File: src/rtl/core/tlrs_pkg.sv
// Shared constants and types for the toroidal Life row stencil.
package tlrs_pkg;

    // Fixed field widths of the channels
    localparam int FIELD_W    = 64;
    localparam int ROWNUM_W   = 12;
    localparam int ROWS_CFG_W = 13;
    localparam int COLS_CFG_W = 7;
    localparam int CFG_IDX_W  = 8;
    localparam int CFG_DATA_W = 16;

    // Board limits
    localparam int MIN_DIM  = 3;
    localparam int MAX_ROWS = 4096;

    // Configuration register indexes
    localparam logic [CFG_IDX_W-1:0] REG_BOARD_ROWS = CFG_IDX_W'(0);
    localparam logic [CFG_IDX_W-1:0] REG_BOARD_COLS = CFG_IDX_W'(1);

    // Register reset values
    localparam logic [ROWS_CFG_W-1:0] ROWS_RESET = ROWS_CFG_W'(64);
    localparam logic [COLS_CFG_W-1:0] COLS_RESET = COLS_CFG_W'(64);

    // Which result of the held row goes out next
    typedef enum logic [1:0] {
        PH_MID,   // row k-1 from rows k-2, k-1, k
        PH_TAIL,  // row k from rows k-1, k and row 0
        PH_WRAP   // row 0 from row k, row 0, row 1; ends the generation
    } phase_t;

endpackage

File: src/rtl/core/tlrs_row_if.sv
// Input channel: one board row per word.
interface tlrs_row_if;
    logic                         valid;
    logic                         ready;
    logic [tlrs_pkg::FIELD_W-1:0] row_cells;

    modport source (output valid, output row_cells, input ready);
    modport sink   (input valid, input row_cells, output ready);
endinterface

File: src/rtl/core/tlrs_res_if.sv
// Result channel: one next-generation row per word.
interface tlrs_res_if;
    logic                          valid;
    logic                          ready;
    logic [tlrs_pkg::ROWNUM_W-1:0] row_number;
    logic [tlrs_pkg::FIELD_W-1:0]  next_cells;
    logic                          generation_done;

    modport source (output valid, output row_number, output next_cells,
                    output generation_done, input ready);
    modport sink   (input valid, input row_number, input next_cells,
                    input generation_done, output ready);
endinterface

File: src/rtl/core/tlrs_cfg_if.sv
// Configuration write channel: register index and write data.
interface tlrs_cfg_if;
    logic                            valid;
    logic                            ready;
    logic [tlrs_pkg::CFG_IDX_W-1:0]  index;
    logic [tlrs_pkg::CFG_DATA_W-1:0] data;

    modport source (output valid, output index, output data, input ready);
    modport sink   (input valid, input index, input data, output ready);
endinterface

File: src/rtl/core/tlrs_life_row.sv
// Combinational Life rule for one row with wraparound at the active width.
module tlrs_life_row #(
    parameter int ROW_WIDTH = 64,
    parameter int CW        = 7
) (
    input  logic [ROW_WIDTH-1:0] up,
    input  logic [ROW_WIDTH-1:0] mid,
    input  logic [ROW_WIDTH-1:0] down,
    input  logic [CW-1:0]        cols,
    output logic [ROW_WIDTH-1:0] next
);
    localparam int IW = (ROW_WIDTH > 1) ? $clog2(ROW_WIDTH) : 1;

    logic [IW-1:0] last_col;
    logic          up_last;
    logic          mid_last;
    logic          down_last;

    // Column wrapped to the left of column 0
    assign last_col  = IW'(cols - CW'(1));
    assign up_last   = up[last_col];
    assign mid_last  = mid[last_col];
    assign down_last = down[last_col];

    // One independent neighbor count per column
    for (genvar j = 0; j < ROW_WIDTH; j++) begin : g_col
        logic       ul, ml, dl;
        logic       ur, mr, dr;
        logic [3:0] cnt;

        if (j == 0) begin : g_left_wrap
            assign ul = up_last;
            assign ml = mid_last;
            assign dl = down_last;
        end else begin : g_left
            assign ul = up[j-1];
            assign ml = mid[j-1];
            assign dl = down[j-1];
        end

        if (j == ROW_WIDTH - 1) begin : g_right_wrap
            assign ur = up[0];
            assign mr = mid[0];
            assign dr = down[0];
        end else begin : g_right
            logic wrap;
            assign wrap = (CW'(j + 1) == cols);
            assign ur   = wrap ? up[0]   : up[j+1];
            assign mr   = wrap ? mid[0]  : mid[j+1];
            assign dr   = wrap ? down[0] : down[j+1];
        end

        assign cnt = 4'(ul) + 4'(up[j]) + 4'(ur)
                   + 4'(ml) + 4'(mr)
                   + 4'(dl) + 4'(down[j]) + 4'(dr);

        // Birth on three, survival on two or three; nothing past the width
        assign next[j] = (CW'(j) < cols)
                       && ((cnt == 4'd3) || (mid[j] && (cnt == 4'd2)));
    end

endmodule

File: src/rtl/core/toroidal_life_row_stencil.sv
// Top level of the row-streamed toroidal Life stencil.
// One Life generation on a board_rows x board_cols torus, fed one row per word,
// top row first, bit j being column j. Rows are accepted one per cycle while the
// results side keeps up and no held row has results left. Once row r+1 has
// arrived, next-generation row r goes out; the first two rows of a generation
// give nothing, and the last row gives three words: rows n-2, n-1, then row 0
// with generation_done set. That last row keeps the input stalled until all
// three results have passed through the one Life row unit and output register.
// A result passes through the held-row snapshot and then the output register.
// Widths and heights outside 3..ROW_WIDTH and 3..4096 are clamped, input bits
// above the width are ignored and output bits above it are zero. Writing
// either register restarts the generation; write only while the block is idle.
module toroidal_life_row_stencil #(
    parameter int ROW_WIDTH = 64
) (
    input  logic       clk,
    input  logic       rst_n,
    tlrs_row_if.sink   rows,
    tlrs_res_if.source results,
    tlrs_cfg_if.sink   cfg
);
    localparam int CW = $clog2(ROW_WIDTH + 1);

    // Configuration registers
    logic [tlrs_pkg::ROWS_CFG_W-1:0] rows_cfg_reg;
    logic [tlrs_pkg::COLS_CFG_W-1:0] cols_cfg_reg;

    // Generation state
    logic [ROW_WIDTH-1:0]          first_row_reg, second_row_reg;
    logic [ROW_WIDTH-1:0]          older_row_reg, newer_row_reg;
    logic [tlrs_pkg::ROWNUM_W-1:0] row_counter_reg, row_counter_next;

    // Held row with its neighborhood snapshot
    logic                          s_valid_reg, s_valid_next;
    logic                          s_last_reg;
    tlrs_pkg::phase_t              s_phase_reg, s_phase_next;
    logic [tlrs_pkg::ROWNUM_W-1:0] s_k_reg;
    logic [ROW_WIDTH-1:0]          s_older_reg, s_newer_reg, s_cur_reg;
    logic [ROW_WIDTH-1:0]          s_first_reg, s_second_reg;

    // Output register
    logic                          o_valid_reg, o_valid_next;
    logic [tlrs_pkg::ROWNUM_W-1:0] o_row_reg;
    logic [ROW_WIDTH-1:0]          o_cells_reg;
    logic                          o_done_reg;

    logic [tlrs_pkg::ROWS_CFG_W-1:0] eff_rows;
    logic [CW-1:0]                   eff_cols;
    logic [ROW_WIDTH-1:0]            col_mask;
    logic [ROW_WIDTH-1:0]            cur;
    logic                            accept, cfg_write;
    logic                            has_mid, is_last;
    logic                            advance, finish;
    logic [ROW_WIDTH-1:0]            sel_up, sel_mid, sel_down, life_out;
    logic [tlrs_pkg::ROWNUM_W-1:0]   sel_row;
    logic                            sel_done;

    // Clamp the board size
    always_comb
    begin
        if (rows_cfg_reg < tlrs_pkg::ROWS_CFG_W'(tlrs_pkg::MIN_DIM))
            eff_rows = tlrs_pkg::ROWS_CFG_W'(tlrs_pkg::MIN_DIM);
        else if (rows_cfg_reg > tlrs_pkg::ROWS_CFG_W'(tlrs_pkg::MAX_ROWS))
            eff_rows = tlrs_pkg::ROWS_CFG_W'(tlrs_pkg::MAX_ROWS);
        else
            eff_rows = rows_cfg_reg;

        if (cols_cfg_reg < tlrs_pkg::COLS_CFG_W'(tlrs_pkg::MIN_DIM))
            eff_cols = CW'(tlrs_pkg::MIN_DIM);
        else if (cols_cfg_reg > tlrs_pkg::COLS_CFG_W'(ROW_WIDTH))
            eff_cols = CW'(ROW_WIDTH);
        else
            eff_cols = CW'(cols_cfg_reg);
    end

    for (genvar j = 0; j < ROW_WIDTH; j++) begin : g_mask
        assign col_mask[j] = (CW'(j) < eff_cols);
    end

    assign cur = rows.row_cells[ROW_WIDTH-1:0] & col_mask;

    // Handshakes; only a write to a known register counts
    assign cfg.ready  = 1'b1;
    assign cfg_write  = cfg.valid && ((cfg.index == tlrs_pkg::REG_BOARD_ROWS)
                        || (cfg.index == tlrs_pkg::REG_BOARD_COLS));
    assign advance    = s_valid_reg && (!o_valid_reg || results.ready);
    assign finish     = advance && ((s_phase_reg == tlrs_pkg::PH_WRAP)
                        || ((s_phase_reg == tlrs_pkg::PH_MID) && !s_last_reg));
    assign rows.ready = !s_valid_reg || finish;
    assign accept     = rows.valid && rows.ready;

    // What the incoming row will produce
    assign has_mid = (row_counter_reg >= tlrs_pkg::ROWNUM_W'(2));
    assign is_last = ({1'b0, row_counter_reg} + tlrs_pkg::ROWS_CFG_W'(1)) >= eff_rows;

    // Row counter
    always_comb
    begin
        row_counter_next = row_counter_reg;
        if (cfg_write)
            row_counter_next = '0;
        else if (accept)
            row_counter_next = is_last ? '0 : row_counter_reg + tlrs_pkg::ROWNUM_W'(1);
    end

    // Configuration and generation state
    always_ff @(posedge clk or negedge rst_n)
    begin
        if (!rst_n)
        begin
            rows_cfg_reg    <= tlrs_pkg::ROWS_RESET;
            cols_cfg_reg    <= tlrs_pkg::COLS_RESET;
            row_counter_reg <= '0;
            first_row_reg   <= '0;
            second_row_reg  <= '0;
            older_row_reg   <= '0;
            newer_row_reg   <= '0;
        end
        else
        begin
            row_counter_reg <= row_counter_next;
            if (cfg_write && (cfg.index == tlrs_pkg::REG_BOARD_ROWS))
                rows_cfg_reg <= cfg.data[tlrs_pkg::ROWS_CFG_W-1:0];
            if (cfg_write && (cfg.index == tlrs_pkg::REG_BOARD_COLS))
                cols_cfg_reg <= cfg.data[tlrs_pkg::COLS_CFG_W-1:0];
            if (accept)
            begin
                if (row_counter_reg == tlrs_pkg::ROWNUM_W'(0))
                    first_row_reg <= cur;
                if (row_counter_reg == tlrs_pkg::ROWNUM_W'(1))
                    second_row_reg <= cur;
                older_row_reg <= newer_row_reg;
                newer_row_reg <= cur;
            end
        end
    end

    // Held row control: next state
    always_comb
    begin
        s_valid_next = s_valid_reg;
        s_phase_next = s_phase_reg;
        if (accept)
        begin
            s_valid_next = has_mid || is_last;
            s_phase_next = has_mid ? tlrs_pkg::PH_MID : tlrs_pkg::PH_TAIL;
        end
        else if (finish)
            s_valid_next = 1'b0;
        else if (advance)
        begin
            case (s_phase_reg)
                tlrs_pkg::PH_MID:  s_phase_next = tlrs_pkg::PH_TAIL;
                tlrs_pkg::PH_TAIL: s_phase_next = tlrs_pkg::PH_WRAP;
                default:           s_phase_next = tlrs_pkg::PH_WRAP;
            endcase
        end
    end

    always_ff @(posedge clk or negedge rst_n)
    begin
        if (!rst_n)
        begin
            s_valid_reg <= 1'b0;
            s_phase_reg <= tlrs_pkg::PH_MID;
        end
        else
        begin
            s_valid_reg <= s_valid_next;
            s_phase_reg <= s_phase_next;
        end
    end

    // Neighborhood snapshot of the accepted row
    always_ff @(posedge clk)
    begin
        if (accept)
        begin
            s_last_reg   <= is_last;
            s_k_reg      <= row_counter_reg;
            s_older_reg  <= older_row_reg;
            s_newer_reg  <= newer_row_reg;
            s_cur_reg    <= cur;
            s_first_reg  <= (row_counter_reg == tlrs_pkg::ROWNUM_W'(0)) ? cur : first_row_reg;
            s_second_reg <= second_row_reg;
        end
    end

    // Pick the three rows and tag for the current result
    always_comb
    begin
        case (s_phase_reg)
            tlrs_pkg::PH_TAIL:
            begin
                sel_up   = s_newer_reg;
                sel_mid  = s_cur_reg;
                sel_down = s_first_reg;
                sel_row  = s_k_reg;
                sel_done = 1'b0;
            end
            tlrs_pkg::PH_WRAP:
            begin
                sel_up   = s_cur_reg;
                sel_mid  = s_first_reg;
                sel_down = s_second_reg;
                sel_row  = '0;
                sel_done = 1'b1;
            end
            default:
            begin
                sel_up   = s_older_reg;
                sel_mid  = s_newer_reg;
                sel_down = s_cur_reg;
                sel_row  = s_k_reg - tlrs_pkg::ROWNUM_W'(1);
                sel_done = 1'b0;
            end
        endcase
    end

    tlrs_life_row #(
        .ROW_WIDTH (ROW_WIDTH),
        .CW        (CW)
    ) u_life_row (
        .up   (sel_up),
        .mid  (sel_mid),
        .down (sel_down),
        .cols (eff_cols),
        .next (life_out)
    );

    // Output register
    always_comb
    begin
        o_valid_next = o_valid_reg;
        if (advance)
            o_valid_next = 1'b1;
        else if (results.ready)
            o_valid_next = 1'b0;
    end

    always_ff @(posedge clk or negedge rst_n)
    begin
        if (!rst_n)
            o_valid_reg <= 1'b0;
        else
            o_valid_reg <= o_valid_next;
    end

    always_ff @(posedge clk)
    begin
        if (advance)
        begin
            o_row_reg   <= sel_row;
            o_cells_reg <= life_out;
            o_done_reg  <= sel_done;
        end
    end

    assign results.valid           = o_valid_reg;
    assign results.row_number      = o_row_reg;
    assign results.next_cells      = tlrs_pkg::FIELD_W'(o_cells_reg);
    assign results.generation_done = o_done_reg;

endmodule

File: src/flat_wrapper.sv
// flat-port wrapper written by rule: the top's interface ports become plain ports
module toroidal_life_row_stencil_flat 
#(
    parameter int ROW_WIDTH = 64
)
  (clk, rst_n, rows_valid, rows_row_cells, rows_ready, results_valid, results_row_number, results_next_cells, results_generation_done, results_ready, cfg_valid, cfg_index, cfg_data, cfg_ready);
  tlrs_row_if rows_i ();
  tlrs_res_if results_i ();
  tlrs_cfg_if cfg_i ();
  input  logic clk;
  input  logic rst_n;
  input wire logic [$bits(rows_i.valid)-1:0] rows_valid;
  input wire logic [$bits(rows_i.row_cells)-1:0] rows_row_cells;
  output wire logic [$bits(rows_i.ready)-1:0] rows_ready;
  output wire logic [$bits(results_i.valid)-1:0] results_valid;
  output wire logic [$bits(results_i.row_number)-1:0] results_row_number;
  output wire logic [$bits(results_i.next_cells)-1:0] results_next_cells;
  output wire logic [$bits(results_i.generation_done)-1:0] results_generation_done;
  input wire logic [$bits(results_i.ready)-1:0] results_ready;
  input wire logic [$bits(cfg_i.valid)-1:0] cfg_valid;
  input wire logic [$bits(cfg_i.index)-1:0] cfg_index;
  input wire logic [$bits(cfg_i.data)-1:0] cfg_data;
  output wire logic [$bits(cfg_i.ready)-1:0] cfg_ready;
  assign rows_i.valid = rows_valid;
  assign rows_i.row_cells = rows_row_cells;
  assign rows_ready = rows_i.ready;
  assign results_valid = results_i.valid;
  assign results_row_number = results_i.row_number;
  assign results_next_cells = results_i.next_cells;
  assign results_generation_done = results_i.generation_done;
  assign results_i.ready = results_ready;
  assign cfg_i.valid = cfg_valid;
  assign cfg_i.index = cfg_index;
  assign cfg_i.data = cfg_data;
  assign cfg_ready = cfg_i.ready;
  toroidal_life_row_stencil #(.ROW_WIDTH(ROW_WIDTH)) u_core (.clk(clk), .rst_n(rst_n), .rows(rows_i), .results(results_i), .cfg(cfg_i));
endmodule
File: config.mk
export PLATFORM = sky130hd
export DESIGN_NAME = toroidal_life_row_stencil_flat
export DESIGN_NICKNAME = d
export VERILOG_FILES = /design/src/rtl/core/tlrs_pkg.sv /design/src/rtl/core/tlrs_row_if.sv /design/src/rtl/core/tlrs_res_if.sv /design/src/rtl/core/tlrs_cfg_if.sv /design/src/rtl/core/tlrs_life_row.sv /design/src/rtl/core/toroidal_life_row_stencil.sv /design/src/flat_wrapper.sv
export SDC_FILE = /design/constraint.sdc
export NUM_CORES = 2
export LEC_CHECK = 0
export BUFFER_PORTS_ARGS = -buffer_cell sky130_fd_sc_hd__buf_4
export CORE_MARGIN = 4
export CORE_UTILIZATION = 52
export CTS_CLUSTER_SIZE = 24
export DETAILED_ROUTE_END_ITERATION = 7
export GPL_TIMING_DRIVEN = 0
export PLACE_DENSITY = 0.72
export SLEW_MARGIN = 15
export SYNTH_ARGS = -nofsm -noshare
export SYNTH_HDL_FRONTEND = slang
export SYNTH_SLANG_ARGS = --single-unit
File: constraint.sdc
create_clock -name clk -period 11.74 [get_ports clk]
set_input_delay 2.348 -clock clk [delete_from_list [all_inputs] [get_ports clk]]
set_output_delay 2.348 -clock clk [all_outputs]
set_load 0.05 [all_outputs]
* Word level (Yosys, flattened, before mapping)
Cells that the tools add are included.
Cells by class: eq/ne operators 196, reduce and logical (&&, ||, !) cells 216, add/subtract/negate cells 452, magnitude comparators 71, multiplexer cells 217, bitwise gates (word level) 1
Operators by type and width (number):
- adder 4 x 1 -> 4 bit | 256
- equality test 4 x 2 -> 1 bit, second input constant | 128
- one-hot mux 64 bit (2 select lines) | 3
- adder 3 x 1 -> 4 bit | 64
- equality test 6 x 7 -> 1 bit, first input constant | 32
- less-than comparator 6 x 7 -> 1 bit, first input constant | 32
- two-way mux 1 bit | 198
- adder 2 x 1 -> 3 bit | 64
- logical AND 1 bit | 135
- adder 1 x 1 -> 2 bit | 64
- equality test 5 x 7 -> 1 bit, first input constant | 16
- less-than comparator 5 x 7 -> 1 bit, first input constant | 16
- logical OR 1 bit | 69
- AND 64 bit | 1
- two-way mux 64 bit | 1
- equality test 4 x 7 -> 1 bit, first input constant | 8
- less-than comparator 4 x 7 -> 1 bit, first input constant | 8
- two-way mux 12 bit | 3
- equality test 3 x 7 -> 1 bit, first input constant | 4
- less-than comparator 3 x 7 -> 1 bit, first input constant | 4
- two-way mux 13 bit | 2
- one-hot mux 12 bit (2 select lines) | 1
- binary-select mux 1 bit (select 6 bit) | 3
- equality test 2 x 7 -> 1 bit, first input constant | 2
- other kinds (27) | 39
Storage, ports and cells: word-level logic and storage cells 1173, bits of input ports 93, flip-flop bits (word level) 702, output and inout bits 80

* Longest topological paths before layout
word-level depth 17, mapped depth 27, gate-level depth less buffers 21

* Modules after synthesis
From an unflattened synthesis, not the netlist that was laid out.
Second synthesis, totals: cells, all modules 4104, area total of the unflattened synthesis 43715.7 µm²
By module, submodules not included:
- toroidal_life_row_stencil | area an instance 29064.1 µm², times used 1, seq. area each 19621.3 µm², cells each 2603
- tlrs_life_row | area an instance 14651.6 µm², times used 1, seq. area each 0.0 µm², cells each 1501

* Least setup slack after synthesis
Ideal clock, no wire load.
kind input-to-reg, from input port results_ready, to register u_core.s_cur_reg[0] (enable), data required time 10.912 ns, setup time 0.828 ns, setup slack -3.001 ns, arrival 13.914 ns, buffers on the path 3, cell stages on the path 8, path through nand2b_1 -> inv_1 -> o21ai_0 -> nand2_1 -> inv_1 -> clkbuf_1 -> clkbuf_1 -> clkbuf_1
Between the ends: word-level cells in the longest chain between the ends 5
Ends and longest elaborated chain:
- start: declaration | RTL line flat_wrapper.sv:19 | input wire logic [$bits(results_i.ready)-1:0] results_ready;
- logical OR 1 bit | RTL line toroidal_life_row_stencil.sv:86 | assign advance = s_valid_reg && (!o_valid_reg || results.ready);
- logical AND 1 bit | RTL line toroidal_life_row_stencil.sv:86
- logical AND 1 bit | RTL line toroidal_life_row_stencil.sv:87 | assign finish = advance && ((s_phase_reg == tlrs_pkg::PH_WRAP)
- logical OR 1 bit | RTL line toroidal_life_row_stencil.sv:89 | assign rows.ready = !s_valid_reg || finish;
- via rows_ready | RTL line flat_wrapper.sv:14 | output wire logic [$bits(rows_i.ready)-1:0] rows_ready;
- logical AND 1 bit | RTL line toroidal_life_row_stencil.sv:90 | assign accept = rows.valid && rows.ready;
- via u_core.accept | RTL line toroidal_life_row_stencil.sv:51 | logic accept, cfg_write;
- end signal: assignment | RTL line toroidal_life_row_stencil.sv:183 | s_cur_reg <= cur;
- end: declaration | RTL line toroidal_life_row_stencil.sv:38 | logic [ROW_WIDTH-1:0] s_older_reg, s_newer_reg, s_cur_reg;
The timed path passes the listed nets, and every way through them passes these cells. A chain may end at the register's enable or synchronous reset.

* Worst setup path in the final report
from register u_core.cols_cfg_reg[5] (netlist bit), to register u_core.o_cells_reg[0], in the netlist u_core.results.next_cells[0], data pin
Between the ends: word-level cells in the longest chain between the ends 17, elaborated cells between the ends (all ways) 28, classes of those cells 8 x add/sub; 3 x order compare; 3 x eq/ne; 11 x mux; 3 x reduce/logical
Ends and longest elaborated chain:
- start: declaration | RTL line toroidal_life_row_stencil.sv:26 | logic [tlrs_pkg::COLS_CFG_W-1:0] cols_cfg_reg;
- start signal: assignment | RTL line toroidal_life_row_stencil.sv:112 | cols_cfg_reg <= tlrs_pkg::COLS_RESET;
- start signal: assignment | RTL line toroidal_life_row_stencil.sv:125 | cols_cfg_reg <= cfg.data[tlrs_pkg::COLS_CFG_W-1:0];
- > comparator 7 bit | RTL line toroidal_life_row_stencil.sv:70 | else if (cols_cfg_reg > tlrs_pkg::COLS_CFG_W'(ROW_WIDTH))
- two-way mux 7 bit | RTL line toroidal_life_row_stencil.sv:70
- two-way mux 7 bit (*) | RTL line toroidal_life_row_stencil.sv:68 | if (cols_cfg_reg < tlrs_pkg::COLS_CFG_W'(tlrs_pkg::MIN_DIM))
- subtractor 6 x 1 -> 6 bit | RTL line tlrs_life_row.sv:20 | assign last_col = IW'(cols - CW'(1));
- binary-select mux 1 bit (select 6 bit) | RTL line tlrs_life_row.sv:21 | assign up_last = up[last_col];
- two-way mux 1 bit (implied by the code) | RTL line tlrs_life_row.sv:21
- adder 1 x 1 -> 2 bit | RTL line tlrs_life_row.sv:53 | assign cnt = 4'(ul) + 4'(up[j]) + 4'(ur)
- adder 2 x 1 -> 3 bit | RTL line tlrs_life_row.sv:53
- adder 3 x 1 -> 4 bit | RTL line tlrs_life_row.sv:54 | + 4'(ml) + 4'(mr)
- adder 4 x 1 -> 4 bit | RTL line tlrs_life_row.sv:54
- adder 4 x 1 -> 4 bit (3 in a row) | RTL line tlrs_life_row.sv:55 | + 4'(dl) + 4'(down[j]) + 4'(dr);
- equality test 4 x 2 -> 1 bit | RTL line tlrs_life_row.sv:59 | && ((cnt == 4'd3) || (mid[j] && (cnt == 4'd2)));
- logical AND 1 bit | RTL line tlrs_life_row.sv:59
- logical OR 1 bit | RTL line tlrs_life_row.sv:59
- logical AND 1 bit (*) | RTL line tlrs_life_row.sv:59
- via u_core.life_out[0] | RTL line toroidal_life_row_stencil.sv:54 | logic [ROW_WIDTH-1:0] sel_up, sel_mid, sel_down, life_out;
- end signal: assignment | RTL line toroidal_life_row_stencil.sv:254 | o_cells_reg <= life_out;
- end: declaration | RTL line toroidal_life_row_stencil.sv:44 | logic [ROW_WIDTH-1:0] o_cells_reg;
Mark *: on every way through the listed nets, which the timed path passes. The rest lies on a longest branch. The select of a mux whose other input is x is not followed.

==> impl_metrics.json <==
{
  "numCtsBuffers": 77,
  "yosysSeqAreaShare": 0.448,
  "async_flop_share": 0.416,
  "path_clk_slew_ns": 0.06,
  "grt_use_met2": 0.573,
  "via_count": 36600,
  "dp_hpwl_mm": 144,
  "drv_slew": 0,
  "synth.distinct_cells": 60,
  "finalCritPeriodShare": 0.828,
  "drc_errors": 0,
  "busiest_layer": "met2",
  "critical_path_arrival_ns": 10.13,
  "rows": 106,
  "port_buffers": 168,
  "antenna_found_initial": 7,
  "rsz0062_at_grt": "false",
  "gp_congestion": 1.08,
  "setup_viol": 0,
  "final_cell_mix": "nand2_1, inv_1, edfxtp_1",
  "max_cap_violations": 0,
  "groute.usage.overall": 0.407,
  "drive_gt1_frac": 0.0875,
  "synth_flop_cell": "edfxtp_1",
  "first_pass_iters": 7,
  "nNetsFinal": 5086,
  "cp_slowest_cell": "buf_1",
  "cts.sinks": 702,
  "clock_latency_ns": 0.67,
  "crit_required_ns": 12.15,
  "hold_ws_ns": 0.440,
  "synth_edf_count": 410,
  "synth_seq_cells": 702,
  "routed_wl_mm": 183,
  "critPathKind": "reg2reg",
  "met3_usage": 0.150,
  "instances_no_fill": 5673,
  "hold_path_end": "u_core.s_older_reg[17]",
  "drtIter0Drc": 5840,
  "cp-end-kind": "flop",
  "grt_overflow_total": 0,
  "grt_pass1_vias": 35400,
  "status": "complete, no violations",
  "hold_start": "u_core.older_row_reg[17]",
  "worstMarginPinSlew_ns": 1.35,
  "grt_max_degree": 99,
  "fin_skew_ns": 0.0296,
  "hold_class": "reg2reg",
  "dieArea_um2": 88800,
  "max_freq_mhz": 103,
  "post-cts-setup-buffer-count": 0,
  "die_w_um": 298,
  "areaGrowthSynthToFinish_pct": 12.6,
  "critPathLaunchType": "flop",
  "antenna_left": 0,
  "worstHoldPathCells": 0,
  "cts.path.max_buffers": 3,
  "post-route-util": 0.590,
  "final_common_cell": "nand2_1",
  "clockRootBuffer": "clkbuf_16",
  "wire_per_inst_um": 32.3,
  "syn_nets": 4832,
  "worstPathCellList": "or4_1, buf_2, a211oi_2, a21o_1, clkbuf_1, ha_1, buf_1, clkbuf_1, clkbuf_1, mux4_2, a221oi_1, o22ai_1, a221o_1, fa_1, inv_1, fa_1, fa_1, inv_1, ha_1, fa_1, nand3_1, o21ai_0, o211a_1",
  "post_cts_resized": 0,
  "relSlewSlack": 0.0998,
  "grt_use_met1": 0.562,
  "finalSetupTns_ns": 0,
  "synth_area_um2": 43800,
  "holdBufCountCts": 0,
  "cts_tree": "done",
  "yosysWarnings": 0,
  "r2r_start": "u_core.cols_cfg_reg[5]",
  "core-area_um2": 83600,
  "path_max_fanout": 11,
  "cts_htree_levels": 3,
  "avgSynthCellArea_um2": 10.3,
  "rr_worst_depth": 23,
  "slowest_delay_ns": 0.79,
  "io_pins": 173,
  "die_h_um": 298,
  "dp_cells": 5522,
  "min_period_ns": 9.72,
  "r2r-end": "u_core.results.next_cells[0]",
  "initial_core_util": 0.524,
  "grt_pass1_wl_mm": 256,
  "final-hold-violation-count": 0,
  "viasPerCell": 6.45,
  "cp_common_cell": "fa_1",
  "postSynthCellCount": 4267,
  "r2r_slack_ns": 2.02
}
## worst max path at each step
stage / endpoint / start / depth (start not counted)
after floorplan: u_core.s_cur_reg[0] / results_ready / 8
after global placement: u_core.s_older_reg[14] / results_ready / 9
after detailed placement: u_core.results.next_cells[0] / u_core.cols_cfg_reg[5] / 24
after CTS: u_core.results.next_cells[0] / u_core.cols_cfg_reg[5] / 24
after global routing: u_core.results.next_cells[0] / u_core.cols_cfg_reg[5] / 24
final: u_core.results.next_cells[0] / u_core.cols_cfg_reg[5] / 23
## worst max-delay path, delay by kind of cell, from the launching register on
kind,cells,cell delay (ns)
DFF,1,0.55
adders and majority gates,6,2.56
AOI/OAI and AO/OA,7,2.00
muxes,1,0.41
and+or+nand+nor,2,0.63
buffers and inverters,7,3.30
## synthesized netlist by cell type (all sizes together) (10+ instances only)
cell     count  area share
and2        10      0.0014
nand2b      15      0.0021
clkbuf     179       0.015
fa         256        0.12
buf         44      0.0044
nand2      728       0.062
nor2       298       0.026
o21ai      331       0.038
a2111oi     39      0.0078
inv        502       0.043
nor4        27      0.0039
a31oi       34      0.0049
a21oi      225       0.026
mux2        32      0.0082
nor2b       39      0.0056
and3        11      0.0016
mux4        48       0.025
nand3       34      0.0039
a22oi      198       0.034
nor3        26      0.0030
mux2i      155       0.035
a22o        11      0.0022
ha         216       0.062
edfxtp     410        0.28
dfrtp      290        0.17
nor4b       15      0.0030
## cell families (layout without fill, tap and decap cells)
family,after synthesis,after routing,share of synthesized area
AO/OA/AOI/OAI,896,896,0.123
XOR/XNOR,11,11,0.00220
adder cells (fa/ha/maj),472,472,0.179
buffers and inverters,727,1045,0.0630
flip-flops,702,702,0.448
multiplexers,235,235,0.0684
other,1,9,0.0000857
AND/OR/NAND/NOR,1223,1223,0.116
## metal layers
layer  up-vias  wire, um  part of all wire
met2      2743     75000              0.41
met3       526     26900              0.15
met1     18100     71000              0.39
met4         2     10500             0.057
met5         -         8          0.000044
li1      15200         -                 -
## per-stage QoR
step           setup slack, ns  instance area [um2]
2_1_floorplan             2.16                43800
3_3_place_gp            0.0128                46400
3_5_place_dp              2.37                46600
4_1_cts                   2.35                49200
5_1_grt                   1.89                49200
6_report                  2.02                49300
## layout make-up
class                   instances  area (um2)
well taps                    1080        1350
multi-input cells            2838       21400
plain buffers                 223         876
repair buffers                175        1460
clock inverters                33         424
clock buffers                 110        2240
flip-flops and latches        702       19600
diodes                          8        20.0
inverters                     504        1890
fillers                      7195       34300
Power is not shown: default switching activity piles up to over one toggle a cycle in this logic, so the estimate is an artifact.
